--- src/hw/rtl/fuds_pkg.sv ---
// ----------------------------------------------------------------------------
// fuds_pkg
// Types, character codes and helpers shared by the form body decoder.
// ----------------------------------------------------------------------------
package fuds_pkg;

    localparam int unsigned MAX_RES = 5;
    localparam int unsigned CNT_W   = $clog2(MAX_RES + 1);

    localparam logic [7:0] CH_PLUS  = 8'h2B;
    localparam logic [7:0] CH_PCT   = 8'h25;
    localparam logic [7:0] CH_AMP   = 8'h26;
    localparam logic [7:0] CH_EQ    = 8'h3D;
    localparam logic [7:0] CH_SPACE = 8'h20;
    localparam logic [7:0] HEX_TEN  = 8'd10;

    typedef enum logic [1:0] {
        KIND_KEY       = 2'd0,
        KIND_VALUE     = 2'd1,
        KIND_FIELD_END = 2'd2,
        KIND_BODY_END  = 2'd3
    } t_kind;

    typedef enum logic [1:0] {
        PEND_NONE = 2'd0,
        PEND_PCT  = 2'd1,
        PEND_HI   = 2'd2
    } t_pend;

    typedef struct packed {
        t_kind      kind;
        logic [7:0] data_byte;
        logic       has_equals;
        logic       run_last;
    } t_res;

    typedef struct packed {
        logic [CNT_W-1:0]     n;
        t_res [MAX_RES-1:0]   res;
    } t_burst;

    // {valid, nibble}
    function automatic logic [4:0] hex_val(input logic [7:0] c);
        logic [7:0] d;
        d = 8'h00;
        if (c inside {[8'h30:8'h39]}) begin
            d = c - 8'h30;
            return {1'b1, d[3:0]};
        end
        if (c inside {[8'h61:8'h66]}) begin
            d = c - 8'h61 + HEX_TEN;
            return {1'b1, d[3:0]};
        end
        if (c inside {[8'h41:8'h46]}) begin
            d = c - 8'h41 + HEX_TEN;
            return {1'b1, d[3:0]};
        end
        return 5'b0_0000;
    endfunction

endpackage

--- src/hw/rtl/fuds_if.sv ---
// ----------------------------------------------------------------------------
// fuds_if
// Valid/ready channels for body bytes in and decoded results out.
// ----------------------------------------------------------------------------
interface fuds_in_if;
    logic       valid;
    logic       ready;
    logic       has_byte;
    logic [7:0] in_byte;
    logic       body_last;

    modport source (output valid, has_byte, in_byte, body_last, input ready);
    modport sink   (input valid, has_byte, in_byte, body_last, output ready);
endinterface

interface fuds_out_if;
    logic       valid;
    logic       ready;
    logic [1:0] kind;
    logic [7:0] data_byte;
    logic       has_equals;
    logic       run_last;

    modport source (output valid, kind, data_byte, has_equals, run_last, input ready);
    modport sink   (input valid, kind, data_byte, has_equals, run_last, output ready);
endinterface

--- src/hw/rtl/fuds_decode.sv ---
// ----------------------------------------------------------------------------
// fuds_decode
// Input register, parse state and the single-pass decode of one beat into a
// burst of up to five results.
// ----------------------------------------------------------------------------
module fuds_decode (
    input  logic                i_clk,
    input  logic                i_rst_n,
    fuds_in_if.sink             i_in,
    input  logic                i_free,
    output logic                o_load,
    output fuds_pkg::t_burst    o_burst
);

    logic                r_in_valid;
    logic                r_has_byte;
    logic [7:0]          r_in_byte;
    logic                r_body_last;

    fuds_pkg::t_pend     r_pend_cnt, n_pend_cnt;
    logic [7:0]          r_pend_hi,  n_pend_hi;
    logic                r_in_value, n_in_value;
    logic                r_field_ne, n_field_ne;

    logic [fuds_pkg::CNT_W-1:0] n_idx;
    fuds_pkg::t_burst    n_burst;
    logic [4:0]          c_hex;
    logic [4:0]          c_hex_hi;
    logic                c_is_amp;
    logic                c_is_sep;

    assign o_load     = r_in_valid & i_free;
    assign i_in.ready = ~r_in_valid | o_load;
    assign o_burst    = n_burst;

    always_ff @(posedge i_clk) begin
        if (!i_rst_n) begin
            r_in_valid <= 1'b0;
        end else if (i_in.ready) begin
            r_in_valid <= i_in.valid;
        end
    end

    always_ff @(posedge i_clk) begin
        if (i_in.valid && i_in.ready) begin
            r_has_byte  <= i_in.has_byte;
            r_in_byte   <= i_in.in_byte;
            r_body_last <= i_in.body_last;
        end
    end

    always_ff @(posedge i_clk) begin
        if (!i_rst_n) begin
            r_pend_cnt <= fuds_pkg::PEND_NONE;
            r_pend_hi  <= 8'h00;
            r_in_value <= 1'b0;
            r_field_ne <= 1'b0;
        end else if (o_load) begin
            r_pend_cnt <= n_pend_cnt;
            r_pend_hi  <= n_pend_hi;
            r_in_value <= n_in_value;
            r_field_ne <= n_field_ne;
        end
    end

    assign c_hex    = fuds_pkg::hex_val(r_in_byte);
    assign c_hex_hi = fuds_pkg::hex_val(r_pend_hi);
    assign c_is_amp = (r_in_byte == fuds_pkg::CH_AMP);
    assign c_is_sep = (r_in_byte == fuds_pkg::CH_EQ) && !r_in_value;

    always_comb begin
        n_pend_cnt = r_pend_cnt;
        n_pend_hi  = r_pend_hi;
        n_in_value = r_in_value;
        n_field_ne = r_field_ne;
        n_burst    = '0;
        n_idx      = '0;

        if (r_has_byte) begin
            // held escape goes out raw
            if (c_is_amp || c_is_sep ||
                (n_pend_cnt != fuds_pkg::PEND_NONE && !c_hex[4])) begin
                if (n_pend_cnt != fuds_pkg::PEND_NONE) begin
                    n_burst.res[n_idx] = '{n_in_value ? fuds_pkg::KIND_VALUE
                                                      : fuds_pkg::KIND_KEY,
                                           fuds_pkg::CH_PCT, 1'b0, 1'b0};
                    n_idx = n_idx + 1'b1;
                end
                if (n_pend_cnt == fuds_pkg::PEND_HI) begin
                    n_burst.res[n_idx] = '{n_in_value ? fuds_pkg::KIND_VALUE
                                                      : fuds_pkg::KIND_KEY,
                                           n_pend_hi, 1'b0, 1'b0};
                    n_idx = n_idx + 1'b1;
                end
                n_pend_cnt = fuds_pkg::PEND_NONE;
                n_pend_hi  = 8'h00;
            end

            if (c_is_amp) begin
                if (n_field_ne || n_in_value) begin
                    n_burst.res[n_idx] = '{fuds_pkg::KIND_FIELD_END, 8'h00,
                                           n_in_value, 1'b0};
                    n_idx = n_idx + 1'b1;
                end
                n_in_value = 1'b0;
                n_field_ne = 1'b0;
            end else if (c_is_sep) begin
                n_in_value = 1'b1;
            end else begin
                if (!n_in_value) begin
                    n_field_ne = 1'b1;
                end
                case (n_pend_cnt)
                    fuds_pkg::PEND_PCT: begin
                        n_pend_hi  = r_in_byte;
                        n_pend_cnt = fuds_pkg::PEND_HI;
                    end
                    fuds_pkg::PEND_HI: begin
                        n_burst.res[n_idx] = '{n_in_value ? fuds_pkg::KIND_VALUE
                                                          : fuds_pkg::KIND_KEY,
                                               {c_hex_hi[3:0], c_hex[3:0]}, 1'b0, 1'b0};
                        n_idx      = n_idx + 1'b1;
                        n_pend_cnt = fuds_pkg::PEND_NONE;
                        n_pend_hi  = 8'h00;
                    end
                    default: begin
                        if (r_in_byte == fuds_pkg::CH_PCT) begin
                            n_pend_cnt = fuds_pkg::PEND_PCT;
                        end else begin
                            n_burst.res[n_idx] = '{n_in_value ? fuds_pkg::KIND_VALUE
                                                              : fuds_pkg::KIND_KEY,
                                                   (r_in_byte == fuds_pkg::CH_PLUS)
                                                       ? fuds_pkg::CH_SPACE : r_in_byte,
                                                   1'b0, 1'b0};
                            n_idx = n_idx + 1'b1;
                        end
                    end
                endcase
            end
        end

        if (r_body_last) begin
            if (n_pend_cnt != fuds_pkg::PEND_NONE) begin
                n_burst.res[n_idx] = '{n_in_value ? fuds_pkg::KIND_VALUE
                                                  : fuds_pkg::KIND_KEY,
                                       fuds_pkg::CH_PCT, 1'b0, 1'b0};
                n_idx = n_idx + 1'b1;
            end
            if (n_pend_cnt == fuds_pkg::PEND_HI) begin
                n_burst.res[n_idx] = '{n_in_value ? fuds_pkg::KIND_VALUE
                                                  : fuds_pkg::KIND_KEY,
                                       n_pend_hi, 1'b0, 1'b0};
                n_idx = n_idx + 1'b1;
            end
            if (n_field_ne || n_in_value) begin
                n_burst.res[n_idx] = '{fuds_pkg::KIND_FIELD_END, 8'h00,
                                       n_in_value, 1'b0};
                n_idx = n_idx + 1'b1;
            end
            n_burst.res[n_idx] = '{fuds_pkg::KIND_BODY_END, 8'h00, 1'b0, 1'b0};
            n_idx      = n_idx + 1'b1;
            n_pend_cnt = fuds_pkg::PEND_NONE;
            n_pend_hi  = 8'h00;
            n_in_value = 1'b0;
            n_field_ne = 1'b0;
        end

        if (n_idx != '0) begin
            n_burst.res[n_idx - 1'b1].run_last = 1'b1;
        end
        n_burst.n = n_idx;
    end

endmodule

--- src/hw/rtl/fuds_outbuf.sv ---
// ----------------------------------------------------------------------------
// fuds_outbuf
// Result register holding one burst, sent one beat per cycle while ready.
// ----------------------------------------------------------------------------
module fuds_outbuf (
    input  logic                i_clk,
    input  logic                i_rst_n,
    input  logic                i_load,
    input  fuds_pkg::t_burst    i_burst,
    output logic                o_free,
    fuds_out_if.source          o_out
);

    fuds_pkg::t_res [fuds_pkg::MAX_RES-1:0] r_res;
    logic [fuds_pkg::CNT_W-1:0]             r_left;
    logic [fuds_pkg::CNT_W-1:0]             r_rd;
    logic                                   c_drain;
    fuds_pkg::t_res                         c_head;

    assign c_drain = o_out.valid & o_out.ready;
    assign o_free  = (r_left == '0) || (c_drain && r_left == fuds_pkg::CNT_W'(1));
    assign c_head  = r_res[r_rd];

    assign o_out.valid      = (r_left != '0);
    assign o_out.kind       = c_head.kind;
    assign o_out.data_byte  = c_head.data_byte;
    assign o_out.has_equals = c_head.has_equals;
    assign o_out.run_last   = c_head.run_last;

    always_ff @(posedge i_clk) begin
        if (!i_rst_n) begin
            r_left <= '0;
            r_rd   <= '0;
        end else if (i_load) begin
            r_left <= i_burst.n;
            r_rd   <= '0;
        end else if (c_drain) begin
            r_left <= r_left - 1'b1;
            r_rd   <= r_rd + 1'b1;
        end
    end

    always_ff @(posedge i_clk) begin
        if (i_load) begin
            r_res <= i_burst.res;
        end
    end

endmodule

--- src/hw/rtl/form_urlencoded_stream_decoder.sv ---
// ----------------------------------------------------------------------------
// form_urlencoded_stream_decoder
// Streaming form-urlencoded body decoder: keys, values, field and body ends.
// ----------------------------------------------------------------------------
// One body byte per beat goes in; decoded key and value bytes, field-end and
// body-end markers come out, one per beat, with run_last on the final result
// of each input beat. While the result channel is ready, a beat that gives
// zero or one result is taken every cycle; a beat that gives more (up to five,
// e.g. a broken escape at the end of the body) holds the input while the
// result register sends them at one result per cycle. Each input beat passes
// through the input register, then the result register.
// ----------------------------------------------------------------------------
module form_urlencoded_stream_decoder (
    input  logic         i_clk,
    input  logic         i_rst_n,
    fuds_in_if.sink      i_in,
    fuds_out_if.source   o_out
);

    logic                c_load;
    logic                c_free;
    fuds_pkg::t_burst    c_burst;

    fuds_decode u_decode (
        .i_clk   (i_clk),
        .i_rst_n (i_rst_n),
        .i_in    (i_in),
        .i_free  (c_free),
        .o_load  (c_load),
        .o_burst (c_burst)
    );

    fuds_outbuf u_outbuf (
        .i_clk   (i_clk),
        .i_rst_n (i_rst_n),
        .i_load  (c_load),
        .i_burst (c_burst),
        .o_free  (c_free),
        .o_out   (o_out)
    );

endmodule

--- src/flat_wrapper.sv ---
// flat-port wrapper written by rule: the top's interface ports become plain ports
module form_urlencoded_stream_decoder_flat 
  (i_clk, i_rst_n, i_in_valid, i_in_has_byte, i_in_in_byte, i_in_body_last, i_in_ready, o_out_valid, o_out_kind, o_out_data_byte, o_out_has_equals, o_out_run_last, o_out_ready);
  fuds_in_if i_in_i ();
  fuds_out_if o_out_i ();
  input  logic i_clk;
  input  logic i_rst_n;
  input wire logic [$bits(i_in_i.valid)-1:0] i_in_valid;
  input wire logic [$bits(i_in_i.has_byte)-1:0] i_in_has_byte;
  input wire logic [$bits(i_in_i.in_byte)-1:0] i_in_in_byte;
  input wire logic [$bits(i_in_i.body_last)-1:0] i_in_body_last;
  output wire logic [$bits(i_in_i.ready)-1:0] i_in_ready;
  output wire logic [$bits(o_out_i.valid)-1:0] o_out_valid;
  output wire logic [$bits(o_out_i.kind)-1:0] o_out_kind;
  output wire logic [$bits(o_out_i.data_byte)-1:0] o_out_data_byte;
  output wire logic [$bits(o_out_i.has_equals)-1:0] o_out_has_equals;
  output wire logic [$bits(o_out_i.run_last)-1:0] o_out_run_last;
  input wire logic [$bits(o_out_i.ready)-1:0] o_out_ready;
  assign i_in_i.valid = i_in_valid;
  assign i_in_i.has_byte = i_in_has_byte;
  assign i_in_i.in_byte = i_in_in_byte;
  assign i_in_i.body_last = i_in_body_last;
  assign i_in_ready = i_in_i.ready;
  assign o_out_valid = o_out_i.valid;
  assign o_out_kind = o_out_i.kind;
  assign o_out_data_byte = o_out_i.data_byte;
  assign o_out_has_equals = o_out_i.has_equals;
  assign o_out_run_last = o_out_i.run_last;
  assign o_out_i.ready = o_out_ready;
  form_urlencoded_stream_decoder u_core (.i_clk(i_clk), .i_rst_n(i_rst_n), .i_in(i_in_i), .o_out(o_out_i));
endmodule
--- config.mk ---
export PLATFORM = sky130hd
export DESIGN_NAME = form_urlencoded_stream_decoder_flat
export DESIGN_NICKNAME = d
export VERILOG_FILES = /design/src/hw/rtl/fuds_pkg.sv /design/src/hw/rtl/fuds_if.sv /design/src/hw/rtl/fuds_decode.sv /design/src/hw/rtl/fuds_outbuf.sv /design/src/hw/rtl/form_urlencoded_stream_decoder.sv /design/src/flat_wrapper.sv
export SDC_FILE = /design/constraint.sdc
export NUM_CORES = 1
export LEC_CHECK = 0
export BUFFER_PORTS_ARGS = -buffer_cell sky130_fd_sc_hd__buf_2
export CAP_MARGIN = 20
export CORE_ASPECT_RATIO = 0.8
export CORE_MARGIN = 1.5
export CORE_UTILIZATION = 59
export DETAILED_ROUTE_END_ITERATION = 12
export PLACE_DENSITY = 0.77
export SYNTH_ARGS = -nofsm -noshare
export SYNTH_HDL_FRONTEND = slang
export SYNTH_SLANG_ARGS = --single-unit
--- constraint.sdc ---
create_clock -name i_clk -period 13.15 [get_ports i_clk]
set_clock_uncertainty 0.1 [all_clocks]
set_input_delay 0 -clock i_clk [delete_from_list [all_inputs] [get_ports i_clk]]
set_output_delay 0 -clock i_clk [all_outputs]
set_load 0.01 [all_outputs]
# == Word-level counts from Yosys, hierarchy flattened ==
# Cells that the tools add are included.
# op_classes
n_addsub,19
magnitude_cmp,27
n_eq_ne,9
mux,115
n_bitwise,8
reduce_logical,31
# ops
operator,count
$mux 60,16
$bwmux 60,8
$demux 12 s3,7
$pmux 60 s2,1
$mux 12,9
$mux 3,19
$and 50x50->50,1
$not 50->50,1
$mux 8,6
$bmux 12 s3,1
$eq 8x6->1 const B,4
$ge 8x7->1 const B,4
$le 8x7->1 const B,4
$lt 3x4->1 const B,8
$mux 5,6
$mux 1,25
$mux 4,6
$sub 4x1->4 const B,6
$add 3x1->3 const B,7
$ge 3x1->1 const B,7
$logic_and 1x1->1,17
$add 4x4->4 const B,4
$ge 8x6->1 const B,2
$le 8x6->1 const B,2
other kinds (19),38
# totals
regBits,89
inputBits,14
output_inout_bits,14
elab_cells,239

# == Longest topological paths before layout ==
# Gate-level depths: netlist of run 1.
# depth
word_depth,42
depth_mapped,32
depth_no_buf,30

# == Modules after synthesis ==
# Synthesis of run 1 repeated with hierarchy kept, for this count alone.
# unflattened
cells_unflattened,688
hier_area_um2,6465.0
# modules_own_cells
module,n_inst,cells_each,area_each_um2,seq_area_each_um2
fuds_decode,1,514,3761.1,560.5
fuds_outbuf,1,174,2703.8,1921.8

# == Worst setup path after synthesis of run 1 ==
# Ideal clock, no wire load.
# synth_path
path_kind,register to register
startpoint,register u_core.u_decode.r_in_byte[1]
endpoint,register u_core.u_outbuf.r_res[24] in the netlist's numbering (data pin)
setup_ns,0.167
t_arrival_ns,6.557
t_required_ns,12.883
path_slack_ns,6.326
stages_incl_launch_ff,32
n_path_buf,2
period_less_slack_ns,6.824
path_cell_list,edfxtp_1 inv_1 ha_1 buf_2 or3b_2 nand3_1 nand2_1 nand2_1 inv_1 ha_1 clkbuf_1 o21ai_0 a211oi_1 a311o_1 and2_1 nor2_2 clkinv_1 ha_1 a21oi_1 inv_1 ha_1 and3_4 nor3_4 inv_4 ha_1 nand2_1 o21ai_0 xnor2_1 a21oi_1 ha_1 a2111o_1 a211oi_1
# synth_via
elab_chain_len,37
elab_cells_between_ends,123
classes_between,add/sub (6); order compare (18); eq/ne (6); mux (74); bitwise (2); reduce/logical (17)
# synth_rtl
element,line_no,text
start: declaration,fuds_decode.sv:17,logic [7:0] r_in_byte;
start signal: assignment,fuds_decode.sv:47,r_in_byte <= i_in.in_byte;
$ge 8x7->1 or $le 8x7->1 (tied branches),fuds_pkg.sv:54,if (c inside {[8'h41:8'h46]}) begin
$logic_and 1x1->1,fuds_pkg.sv:54,
$mux 1 (2 in series),fuds_pkg.sv:54,
$mux 1,fuds_pkg.sv:50,if (c inside {[8'h61:8'h66]}) begin
$mux 5,fuds_pkg.sv:58,return 5'b0_0000;
$mux 5,fuds_pkg.sv:54,
$mux 5,fuds_pkg.sv:50,
$logic_not 1->1,fuds_decode.sv:82,(n_pend_cnt != fuds_pkg::PEND_NONE && !c_hex[4])) begin
(+20 left out),--,
$mux 3 or $logic_and 1x1->1 (tied branches),"fuds_decode.sv:142, fuds_decode.sv:160",
$sub 3x1->3 or $mux 12 (tied branches),"fuds_decode.sv:169, fuds_decode.sv:160",
$lt 3x4->1 (implied by the code) (tied with other cells),fuds_decode.sv:169,n_burst.res[n_idx - 1'b1].run_last = 1'b1;
$logic_and 1x1->1 (implied by the code) or $not 50->50 (tied branches),--,
$mux 1 (implied by the code) or $and 50x50->50 (tied branches),--,
$demux 12 s3 or $mux 60 (tied branches),"fuds_decode.sv:169, fuds_decode.sv:142",
$bwmux 60,fuds_decode.sv:169,
$mux 60 *,fuds_decode.sv:168,if (n_idx != '0) begin
end signal: assignment,fuds_outbuf.sv:45,r_res <= i_burst.res;
end: declaration,fuds_outbuf.sv:14,fuds_pkg::t_res [fuds_pkg::MAX_RES-1:0] r_res;
# Mark *: on every way between the ends. The rest lies on a longest branch, timed or not. The select of a mux whose other input is x is not followed.
# A chain may end at the register's enable or synchronous reset.

==> results of run 1 <==
==> state kept, by name, indices dropped and copies added, names as in the netlist <==
register,count
u_core.u_outbuf.r_rd,3
u_core.u_decode.r_in_value,1
u_core.u_decode.r_in_byte,8
u_core.u_decode.r_pend_cnt,2
u_core.u_decode.r_pend_hi,8
u_core.u_decode.r_field_ne,1
u_core.u_decode.r_has_byte,1
u_core.u_decode.r_in_valid,1
u_core.u_outbuf.r_left,3
u_core.u_decode.r_body_last,1
u_core.u_outbuf.r_res,60
==> worst paths after layout <==
kind                                     start                    endpoint  slack, ns  cells past startpoint
setup reg to reg  u_core.u_decode.r_in_byte[1]   u_core.u_outbuf.r_res[13]       4.95                     27
setup / recovery  u_core.u_decode.r_in_byte[1]   u_core.u_outbuf.r_res[13]       4.95                     27
hold reg to reg     u_core.u_decode.r_field_ne  u_core.u_decode.r_field_ne       0.42                      2
hold / removal                     o_out_ready     u_core.u_outbuf.r_rd[0]       0.16                      4
==> kinds of logic (layout without fill, tap and decap cells) <==
logic type,count (synthesis),count (layout),synth area share
XOR/XNOR,16,16,0.0295
AND/OR/NAND/NOR,259,259,0.186
adder cells (fa/ha/maj),23,23,0.0433
AO/OA/AOI/OAI,251,251,0.271
flip-flops,89,89,0.373
multiplexers,16,16,0.0472
buffers and inverters,85,109,0.0502
==> power breakdown <==
| group | switching (mW) | internal, mW | total (mW) |
|---|---|---|---|
| Sequential | 0.0378 | 0.364 | 0.402 |
| Clock | 0.115 | 0.131 | 0.245 |
| Combinational | 0.166 | 0.106 | 0.272 |
==> through the flow <==
stage | utilization | instance area [µm²] | cells | hold WS (ns) | total power [mW]
6_report | 0.665 | 7270 | 907 | 0.160 | 0.919
5_1_grt | 0.665 | 7270 | 907 | 0.198 | 0.958
4_1_cts | 0.664 | 7260 | 906 | 0.159 | 0.912
3_5_place_dp | 0.626 | 6840 | 877 | 0.0781 | 0.669
3_3_place_gp | 0.626 | 6840 | 877 | 0.0777 | 0.658
2_1_floorplan | - | 6650 | 739 | -0.00113 | 0.587
==> Yosys cell counts, types with 8 or more instances <==
cell type,n
mux4_2,12
a211oi_1,14
nand3_1,19
edfxtp_1,70
inv_1,43
o32ai_1,8
xnor2_1,9
dfxtp_1,19
nand2_1,100
o22ai_1,13
nor3_1,15
a22oi_1,17
o21ai_0,56
a21oi_1,40
and2_1,11
ha_1,23
nor2_1,64
clkbuf_1,29
==> area by class of cell <==
class | instances | area, µm²
clock buffer | 10 | 229
clock inverter | 6 | 55.1
fill | 887 | 3660
inverter | 48 | 183
multi-input combinational | 565 | 3830
sequential | 89 | 2480
tap | 144 | 180
timing repair buffer | 45 | 308
==> per-layer routing <==
metal  GRT usage  up-vias  share of wire
met3      0.0806       95           0.13
met5           0        -              0
met4       0.141        0          0.041
met2       0.564      506           0.44
li1            -     2844              -
met1       0.533     3017           0.39
==> worst max-delay path: cells and delay by family, from the launching register on <==
kind,cells,cell delay (ns)
XOR/XNOR,1,0.46
flip-flops,1,0.50
adder cells (fa/ha/maj),5,2.04
buffers and inverters,5,0.78
AND/OR/NAND/NOR,10,2.33
AO/OA/AOI/OAI,6,1.73
==> metrics.csv, run 1 <==
stage;metric;value;unit
critical_path;max_stage_delay;0.77;ns
cts;clock_path_buffers;2;
route;drc_errors;0;
route;wl_per_cell;24.1;µm
place;place_hpwl;16100;µm
global_route;grt_pass1_wl;33500;µm
die;ioPinCount;28;
run;maxCapViolations;0;
pwr;leakagePower;2.77;nW
die;rows;34;
worst_hold_path;worstHoldPathType;primary input to flop;
sta;fin_crit_sh;0.624;
critical_path;start_kind;flop;
sta;finalSetupTns;0;ns
sta;slew_headroom;0.331;
pwr;power.density;126;mW/mm²
sta;hold_violations;0;
final_layout;final_common_cell;nand2_1;
critical_path;critPathMaxFanout;22;
sta;drv_slew;0;
place;port_buffers;27;
logic_synthesis;yosysTopAreaCellShare;0.316;
place;place_congestion;1.03;
cts;cts_hold_buf;13;
critical_path;slowest_stage;ha_1;
final_layout;n_antenna_cell;0;
global_route;overflow;0;
logic_synthesis;syn_avg_cell_area;9.00;µm²
route;firstDrtPassIters;7;
run_status;status;finished clean;
sta;max_freq;122;MHz
final_layout;synthToLayoutAreaGrowth;9.33;%
cts;worst_skew_pair.late_latency;0.34;ns
logic_synthesis;yosys_warnings;0;
cts;clk_pin_slew;0.07;ns
critical_path;crit_type;flop to flop;
critical_path;crit_top_cell;ha_1;
route;drt-total-wl;21800;µm
logic_synthesis;async_reset_ff_frac;0;
cts;numCtsBuffers;9;
logic_synthesis;yosysTopAreaCell;edfxtp_1;
cts;cts_num_sinks;89;
die;die_h;98.0;µm
route;via_per_inst;7.12;
die;initial_core_util;0.608;
die;die_area;0.0119;mm²
critical_path;endpoint_kind;flop;
final_layout;nets;795;
global_route;grt_pass1_vias;5921;
cts;cts_setup_buffers;0;
sta;layout_setup_ws;4.95;ns
logic_synthesis;ys_types;88;
global_route;antenna_found_initial;1;
logic_synthesis;netlist_instances;739;
route;drt-initial-drc-count;1133;
die;core;0.0109;mm²
sta;worst_pin_slew;1.00;ns
cts;cts.root.buffer_cell;clkbuf_16;
place;dpl_worst_slack;5.20;ns
route;ant_nets;0;
final_layout;drive_above_1_share;0.121;
logic_synthesis;synth_edf_count;70;
logic_synthesis;yosys_register_bits;89;
logic_synthesis;netlist_area;0.00665;mm²
logic_synthesis;yosysSeqAreaShare;0.373;
sta;rsz0062_at_grt;false;
cts;cts_tree;yes;
logic_synthesis;syn_nets;776;
cts;cts_resized;0;
final_layout;final_cell_mix;100 x nand2_1, 70 x edfxtp_1, 64 x nor2_1, 56 x o21ai_0, 42 x inv_1;
global_route;grt_max_degree;62;
critical_path;critPathArrivalTime;8.20;ns
global_route;grtUsageTotal;0.375;
logic_synthesis;synthFlopType;edfxtp_1;
route;vias;6462;
logic_synthesis;synth_area_leaders;edfxtp_1 32%, dfxtp_1 5.7%, nand2_1 5.6%;
cts;cts-htree-levels;3;
sta;post-route-min-period;8.20;ns
sta;setup_violations;0;
critical_path;critPathRequiredTime;13.15;ns
die;die_w;122;µm
pwr;ir_drop;0.119;mV
(Power assumes the default switching activity.)
==> run 2, diff against run 1 <==
--- a/config.mk
+++ b/config.mk
@@ -9,7 +9,7 @@
 export CAP_MARGIN = 20
 export CORE_ASPECT_RATIO = 0.8
 export CORE_MARGIN = 1.5
-export CORE_UTILIZATION = 59
+export CORE_UTILIZATION = 57
 export DETAILED_ROUTE_END_ITERATION = 12
 export PLACE_DENSITY = 0.77
 export SYNTH_ARGS = -nofsm -noshare
==> constraint.sdc (replaced) <==
create_clock -name i_clk -period 6.95 [get_ports i_clk]
set_clock_uncertainty 0.1 [all_clocks]
set_input_delay 0 -clock i_clk [delete_from_list [all_inputs] [get_ports i_clk]]
set_output_delay 0 -clock i_clk [all_outputs]
set_load 0.01 [all_outputs]
==> metrics.csv, run 2 (synthesized netlist as in run 1, its figures left out) <==
stage;metric;value;unit
run_status;status;finished clean;
global_route;grtUsageTotal;0.368;
die;ioPinCount;28;
critical_path;start_kind;flop;
cts;clk_pin_slew;0.07;ns
sta;slew_headroom;0.387;
final_layout;final_area;0.00744;mm²
final_layout;synthToLayoutAreaGrowth;11.9;%
cts;cts_num_sinks;89;
final_layout;fill_cells;941;
critical_path;slowest_stage;edfxtp_1;
place;placed_area;0.00693;mm²
route;drc_errors;0;
sta;worst_pin_slew;0.919;ns
critical_path;critPathMaxFanout;9;
final_layout;final_cell_mix;98 x nand2_1, 70 x edfxtp_1, 64 x nor2_1, 55 x o21ai_0, 41 x inv_1;
final_layout;n_antenna_cell;0;
worst_hold_path;whs_endpoint;u_core.u_outbuf.r_rd[0];
die;die_w;124;µm
cts;worst_skew_pair.late_latency;0.35;ns
final_layout;nets;813;
place;post-place-cells;892;
sta;post-route-min-period;6.67;ns
place;place_hpwl;15900;µm
die;die_h;99.6;µm
die;core;0.0114;mm²
pwr;ir_drop;0.223;mV
global_route;overflow;0;
sta;setup_violations;0;
sta;hold_violations;0;
sta;max_freq;150;MHz
cts;clock_path_buffers;2;
critical_path;r2r.worst_path.cells;28;
final_layout;reg.largest.list;u_core.u_outbuf.r_res x60, u_core.u_decode.r_in_byte x8, u_core.u_decode.r_pend_hi x8;
pwr;leakagePower;2.85;nW
pwr;power.density;239;mW/mm²
run;maxCapViolations;0;
sta;drv_slew;0;
global_route;grt_pass1_wl;33700;µm
critical_path;crit_type;flop to flop;
global_route;grt_max_degree;64;
worst_hold_path;hold_start;o_out_ready;
worst_hold_path;worstHoldPathType;primary input to flop;
final_layout;largest_reg_flops;60;
critical_path;rr_startpoint;u_core.u_decode.r_in_byte[0];
sta;fin_crit_sh;0.959;
final_layout;final_common_cell;nand2_1;
cts;cts-htree-levels;3;
final_layout;largest_register;u_core.u_outbuf.r_res;
cts;cts_tree;yes;
route;firstDrtPassIters;6;
cts;cts.root.buffer_cell;clkbuf_16;
critical_path;critPathRequiredTime;7.02;ns
die;rows;35;
route;wl_per_cell;23.4;µm
cts;numCtsBuffers;9;
critical_path;ff2ff_setup_slack;0.28;ns
critical_path;crit_top_cell;ha_1;
route;drt-initial-drc-count;792;
critical_path;max_stage_delay;0.49;ns
route;vias;6517;
route;drt-total-wl;21800;µm
critical_path;r2r_end;u_core.u_outbuf.r_res[24];
global_route;grt_pass1_vias;6025;
die;die_area;0.0123;mm²
worst_hold_path;hold_path_depth;4;
die;initial_core_util;0.582;
critical_path;endpoint_kind;flop;
global_route;antenna_found_initial;0;
final_layout;drive_above_1_share;0.151;
route;via_per_inst;7.02;
final_layout;final_cells;929;
place;port_buffers;27;
route;ant_nets;0;
place;place_congestion;1.03;
critical_path;critPathArrivalTime;6.74;ns
sta;hold_ws;0.166;ns
-- run 2: cell type report --
class	instances	area, µm²	share of cell area
repair buffers	63	443	0.0595
inverters	48	183	0.0246
flip-flops and latches	89	2480	0.334
clock buffers	9	225	0.0303
multi-input cells	565	3850	0.518
well taps	148	185	0.0249
clock inverters	7	70.1	0.00942
-- run 2: worst max-delay path by stage --
stage	slack [ns]	depth (start not counted)	end	from
final	0.28	28	u_core.u_outbuf.r_res[24]	u_core.u_decode.r_in_byte[0]
after global routing	-0.01	29	u_core.u_outbuf.r_res[24]	u_core.u_decode.r_in_byte[0]
after CTS	0.09	29	u_core.u_outbuf.r_res[24]	u_core.u_decode.r_in_byte[1]
after detailed placement	-0.008	27	u_core.u_outbuf.r_res[13]	u_core.u_decode.r_in_byte[1]
after global placement	0.38	27	u_core.u_outbuf.r_res[13]	u_core.u_decode.r_in_byte[0]
after floorplan	0.13	31	u_core.u_outbuf.r_res[24]	u_core.u_decode.r_in_byte[1]
-- run 2: layer usage --
| metal | wire length [µm] | share of wire | GRT usage |
|---|---|---|---|
| met1 | 8900 | 0.41 | 0.522 |
| met2 | 9400 | 0.43 | 0.545 |
| met3 | 2670 | 0.12 | 0.0952 |
| met4 | 806 | 0.037 | 0.131 |
| met5 | 0 | 0 | 0 |
-- run 2: power breakdown --
| group | leakage, nW | switching, mW | internal [mW] |
|---|---|---|---|
| logic | 1.89 | 0.328 | 0.213 |
| registers | 0.822 | 0.0640 | 0.689 |
| clock network | 0.141 | 0.234 | 0.252 |
| total | 2.85 | 0.626 | 1.15 |
-- run 2: metrics by stage --
step,power [mW],setup WS (ns),TNS [ns],utilization
after global routing,1.86,-0.0111,-0.0149,0.651
final,1.78,0.283,0,0.651
after global placement,1.25,0.382,0,0.606
after floorplan,1.11,0.126,0,-
after CTS,1.76,0.0856,0,0.644
after detailed placement,1.27,-0.00779,-0.00779,0.606
-- run 2: worst max-delay path, delay by kind of cell (launching register included) --
family	cells	cell delay, ns
AND/OR/NAND/NOR	8	1.53
buffers and inverters	5	0.57
XOR/XNOR	1	0.18
adder cells (fa/ha/maj)	6	1.82
AO/OA/AOI/OAI	8	1.80
flip-flops	1	0.49
-- run 2: repair_timing --
item | CTS | global route
resized for setup | 1 | 7
pin swaps | 1 | 1
hold buffers | 13 | 0
endpoints found under the hold margin | 14 | 0
buffers inserted | 1 | 6
endpoints found under the setup margin | 8 | 26
==> run 3, diff against run 2 <==
--- a/config.mk
+++ b/config.mk
@@ -6,12 +6,13 @@
 export NUM_CORES = 1
 export LEC_CHECK = 0
 export BUFFER_PORTS_ARGS = -buffer_cell sky130_fd_sc_hd__buf_2
-export CAP_MARGIN = 20
+export CAP_MARGIN = 0
 export CORE_ASPECT_RATIO = 0.8
 export CORE_MARGIN = 1.5
 export CORE_UTILIZATION = 57
 export DETAILED_ROUTE_END_ITERATION = 12
 export PLACE_DENSITY = 0.77
+export RECOVER_POWER = 100
 export SYNTH_ARGS = -nofsm -noshare
 export SYNTH_HDL_FRONTEND = slang
 export SYNTH_SLANG_ARGS = --single-unit
==> constraint.sdc (replaced) <==
create_clock -name i_clk -period 6.95 [get_ports i_clk]
set_clock_uncertainty 0.1 [all_clocks]
set_input_delay 1.39 -clock i_clk [delete_from_list [all_inputs] [get_ports i_clk]]
set_output_delay 1.39 -clock i_clk [all_outputs]
set_load 0.01 [all_outputs]
==> metrics.csv, run 3 (synthesized netlist as in run 1, its figures left out) <==
stage;metric;value;unit
critical_path;critPathRequiredTime;6.96;ns
route;drc_errors;0;
final_layout;largest_register;u_core.u_outbuf.r_res;
critical_path;crit_end;u_core.u_outbuf.r_res[13];
die;ioPinCount;28;
run_status;violations;max-capacitance violations, max-slew violations;
route;drt-total-wl;21600;µm
critical_path;r2r_end;u_core.u_outbuf.r_res[13];
route;wl_per_cell;23.6;µm
global_route;grt_pass1_wl;33500;µm
place;post-place-cells;892;
critical_path;critPathMaxFanout;9;
cts;clock_path_buffers;2;
die;die_h;99.6;µm
final_layout;synthToLayoutAreaGrowth;9.35;%
critical_path;crit_start;u_core.u_decode.r_in_byte[0];
run_status;status;finished, violations left;
die;initial_core_util;0.582;
place;port_buffers;27;
sta;hold_violations;0;
final_layout;n_antenna_cell;0;
pwr;ir_drop;0.222;mV
cts;cts-htree-levels;3;
route;ant_nets;0;
sta;fin_crit_sh;0.955;
cts;cts_hold_buf;0;
cts;numCtsBuffers;9;
place;dpl_worst_slack;-0.00779;ns
sta;worst_pin_slew;3.34;ns
pwr;power.density;243;mW/mm²
run;maxCapViolations;1;
die;die_w;124;µm
die;die_area;0.0123;mm²
final_layout;reg.largest.list;u_core.u_outbuf.r_res x60, u_core.u_decode.r_in_byte x8, u_core.u_decode.r_pend_hi x8;
route;firstDrtPassIters;7;
sta;finalSetupTns;0;ns
place;place_congestion;1.03;
final_layout;largest_reg_flops;60;
pwr;leakagePower;2.72;nW
route;drt-initial-drc-count;910;
global_route;overflow;0;
final_layout;drive_above_1_share;0.132;
critical_path;r2r.worst_path.cells;26;
global_route;grt_pass1_vias;5964;
sta;post-route-min-period;6.64;ns
cts;worst_skew_pair.late_latency;0.35;ns
sta;layout_setup_ws;0.310;ns
sta;setup_violations;0;
die;core;0.0114;mm²
final_layout;nets;799;
sta;max_freq;151;MHz
critical_path;rr_startpoint;u_core.u_decode.r_in_byte[0];
final_layout;final_cells;915;
sta;drv_slew;64;
final_layout;final_cell_mix;98 x nand2_1, 70 x edfxtp_1, 64 x nor2_1, 55 x o21ai_0, 41 x inv_1;
critical_path;ff2ff_setup_slack;0.31;ns
cts;cts_tree;yes;
final_layout;final_common_cell;nand2_1;
global_route;antenna_found_initial;0;
global_route;grt_max_degree;64;
cts;cts_num_sinks;89;
route;vias;6437;
critical_path;crit_type;flop to flop;
final_layout;utilization;0.636;
cts;clk_pin_slew;0.07;ns
route;via_per_inst;7.03;
critical_path;critPathArrivalTime;6.65;ns
global_route;grtUsageTotal;0.365;
cts;cts.root.buffer_cell;clkbuf_16;
critical_path;endpoint_kind;flop;
sta;slew_headroom;-1.23;
worst_hold_path;worstHoldPathType;flop to flop;
place;place_hpwl;15900;µm
die;rows;35;
critical_path;start_kind;flop;
## run 3: cell count changes in the layout (fill, tap and decap cells not counted), sizes merged
cell	delta
clkbuf	+16
dlymetal6s2s	-1
buf	-16
inv	-1
dlygate4sd3	-13
clkinv	+1
## run 3: cell type report
type	instances	area (µm²)
Fill cell	956	4160
Clock buffer	9	225
Sequential cell	89	2480
Timing Repair Buffer	49	275
Tap cell	148	185
Multi-Input combinational cell	565	3850
Inverter	48	183
Clock inverter	7	70.1
## run 3: power breakdown
| part | total [mW] | switching [mW] | internal, mW |
|---|---|---|---|
| clock | 0.488 | 0.236 | 0.252 |
| sequential | 0.761 | 0.0632 | 0.697 |
| combinational | 0.520 | 0.324 | 0.196 |
| total | 1.77 | 0.623 | 1.15 |
## run 3: what timing repair did
| item | in CTS | in global routing |
|---|---|---|
| endpoints found under the hold margin | 0 | 0 |
| endpoints found under the setup margin | 8 | 26 |
| buffers inserted | 1 | 6 |
| pin swaps | 1 | 1 |
| gates resized for setup | 1 | 7 |
## run 3: critical path, cell delays in order, from the launching register on
cell and delay (ns):
edfxtp_1 0.49, inv_2 0.13, ha_1 0.18, or3b_2 0.46, nand3_1 0.16, nand2_1 0.12
nand2_1 0.13, inv_1 0.06, ha_2 0.36, nor3b_1 0.19, o211a_1 0.21, o21ai_0 0.09
o221ai_1 0.37, inv_1 0.15, ha_1 0.33, a21oi_2 0.19, inv_1 0.12, ha_1 0.28
and3_4 0.15, nor3_4 0.24, inv_4 0.10, ha_2 0.19, nand2_1 0.08, xnor3_1 0.47
o32ai_2 0.44, nand2_2 0.28, a32o_1 0.32
## run 3: stage by stage
stage	hold WS, ns	cell area [µm²]	power, mW
2_1_floorplan	0.374	6650	1.11
3_3_place_gp	0.382	6930	1.25
3_5_place_dp	0.403	6930	1.27
4_1_cts	0.412	7240	1.75
5_1_grt	0.475	7270	1.86
6_report	0.408	7270	1.77
## run 3: how the worst min path moves through the flow
| stage | from | to | slack (ns) | cells after the start |
|---|---|---|---|---|
| floorplan | u_core.u_decode.r_field_ne | u_core.u_decode.r_field_ne | 0.37 | 2 |
| global placement | u_core.u_decode.r_field_ne | u_core.u_decode.r_field_ne | 0.38 | 2 |
| detailed placement | u_core.u_decode.r_field_ne | u_core.u_decode.r_field_ne | 0.40 | 2 |
| CTS | u_core.u_decode.r_field_ne | u_core.u_decode.r_field_ne | 0.41 | 2 |
| global route | u_core.u_decode.r_field_ne | u_core.u_decode.r_field_ne | 0.48 | 2 |
| finish | u_core.u_decode.r_field_ne | u_core.u_decode.r_field_ne | 0.41 | 2 |
## run 3: metal layers
layer / track usage / wire length, µm / vias up
li1: - / - / 2856
met1: 0.521 / 8890 / 3045
met2: 0.539 / 9410 / 466
met3: 0.0917 / 2510 / 70
met4: 0.128 / 738 / 0
met5: 0 / 0 / -
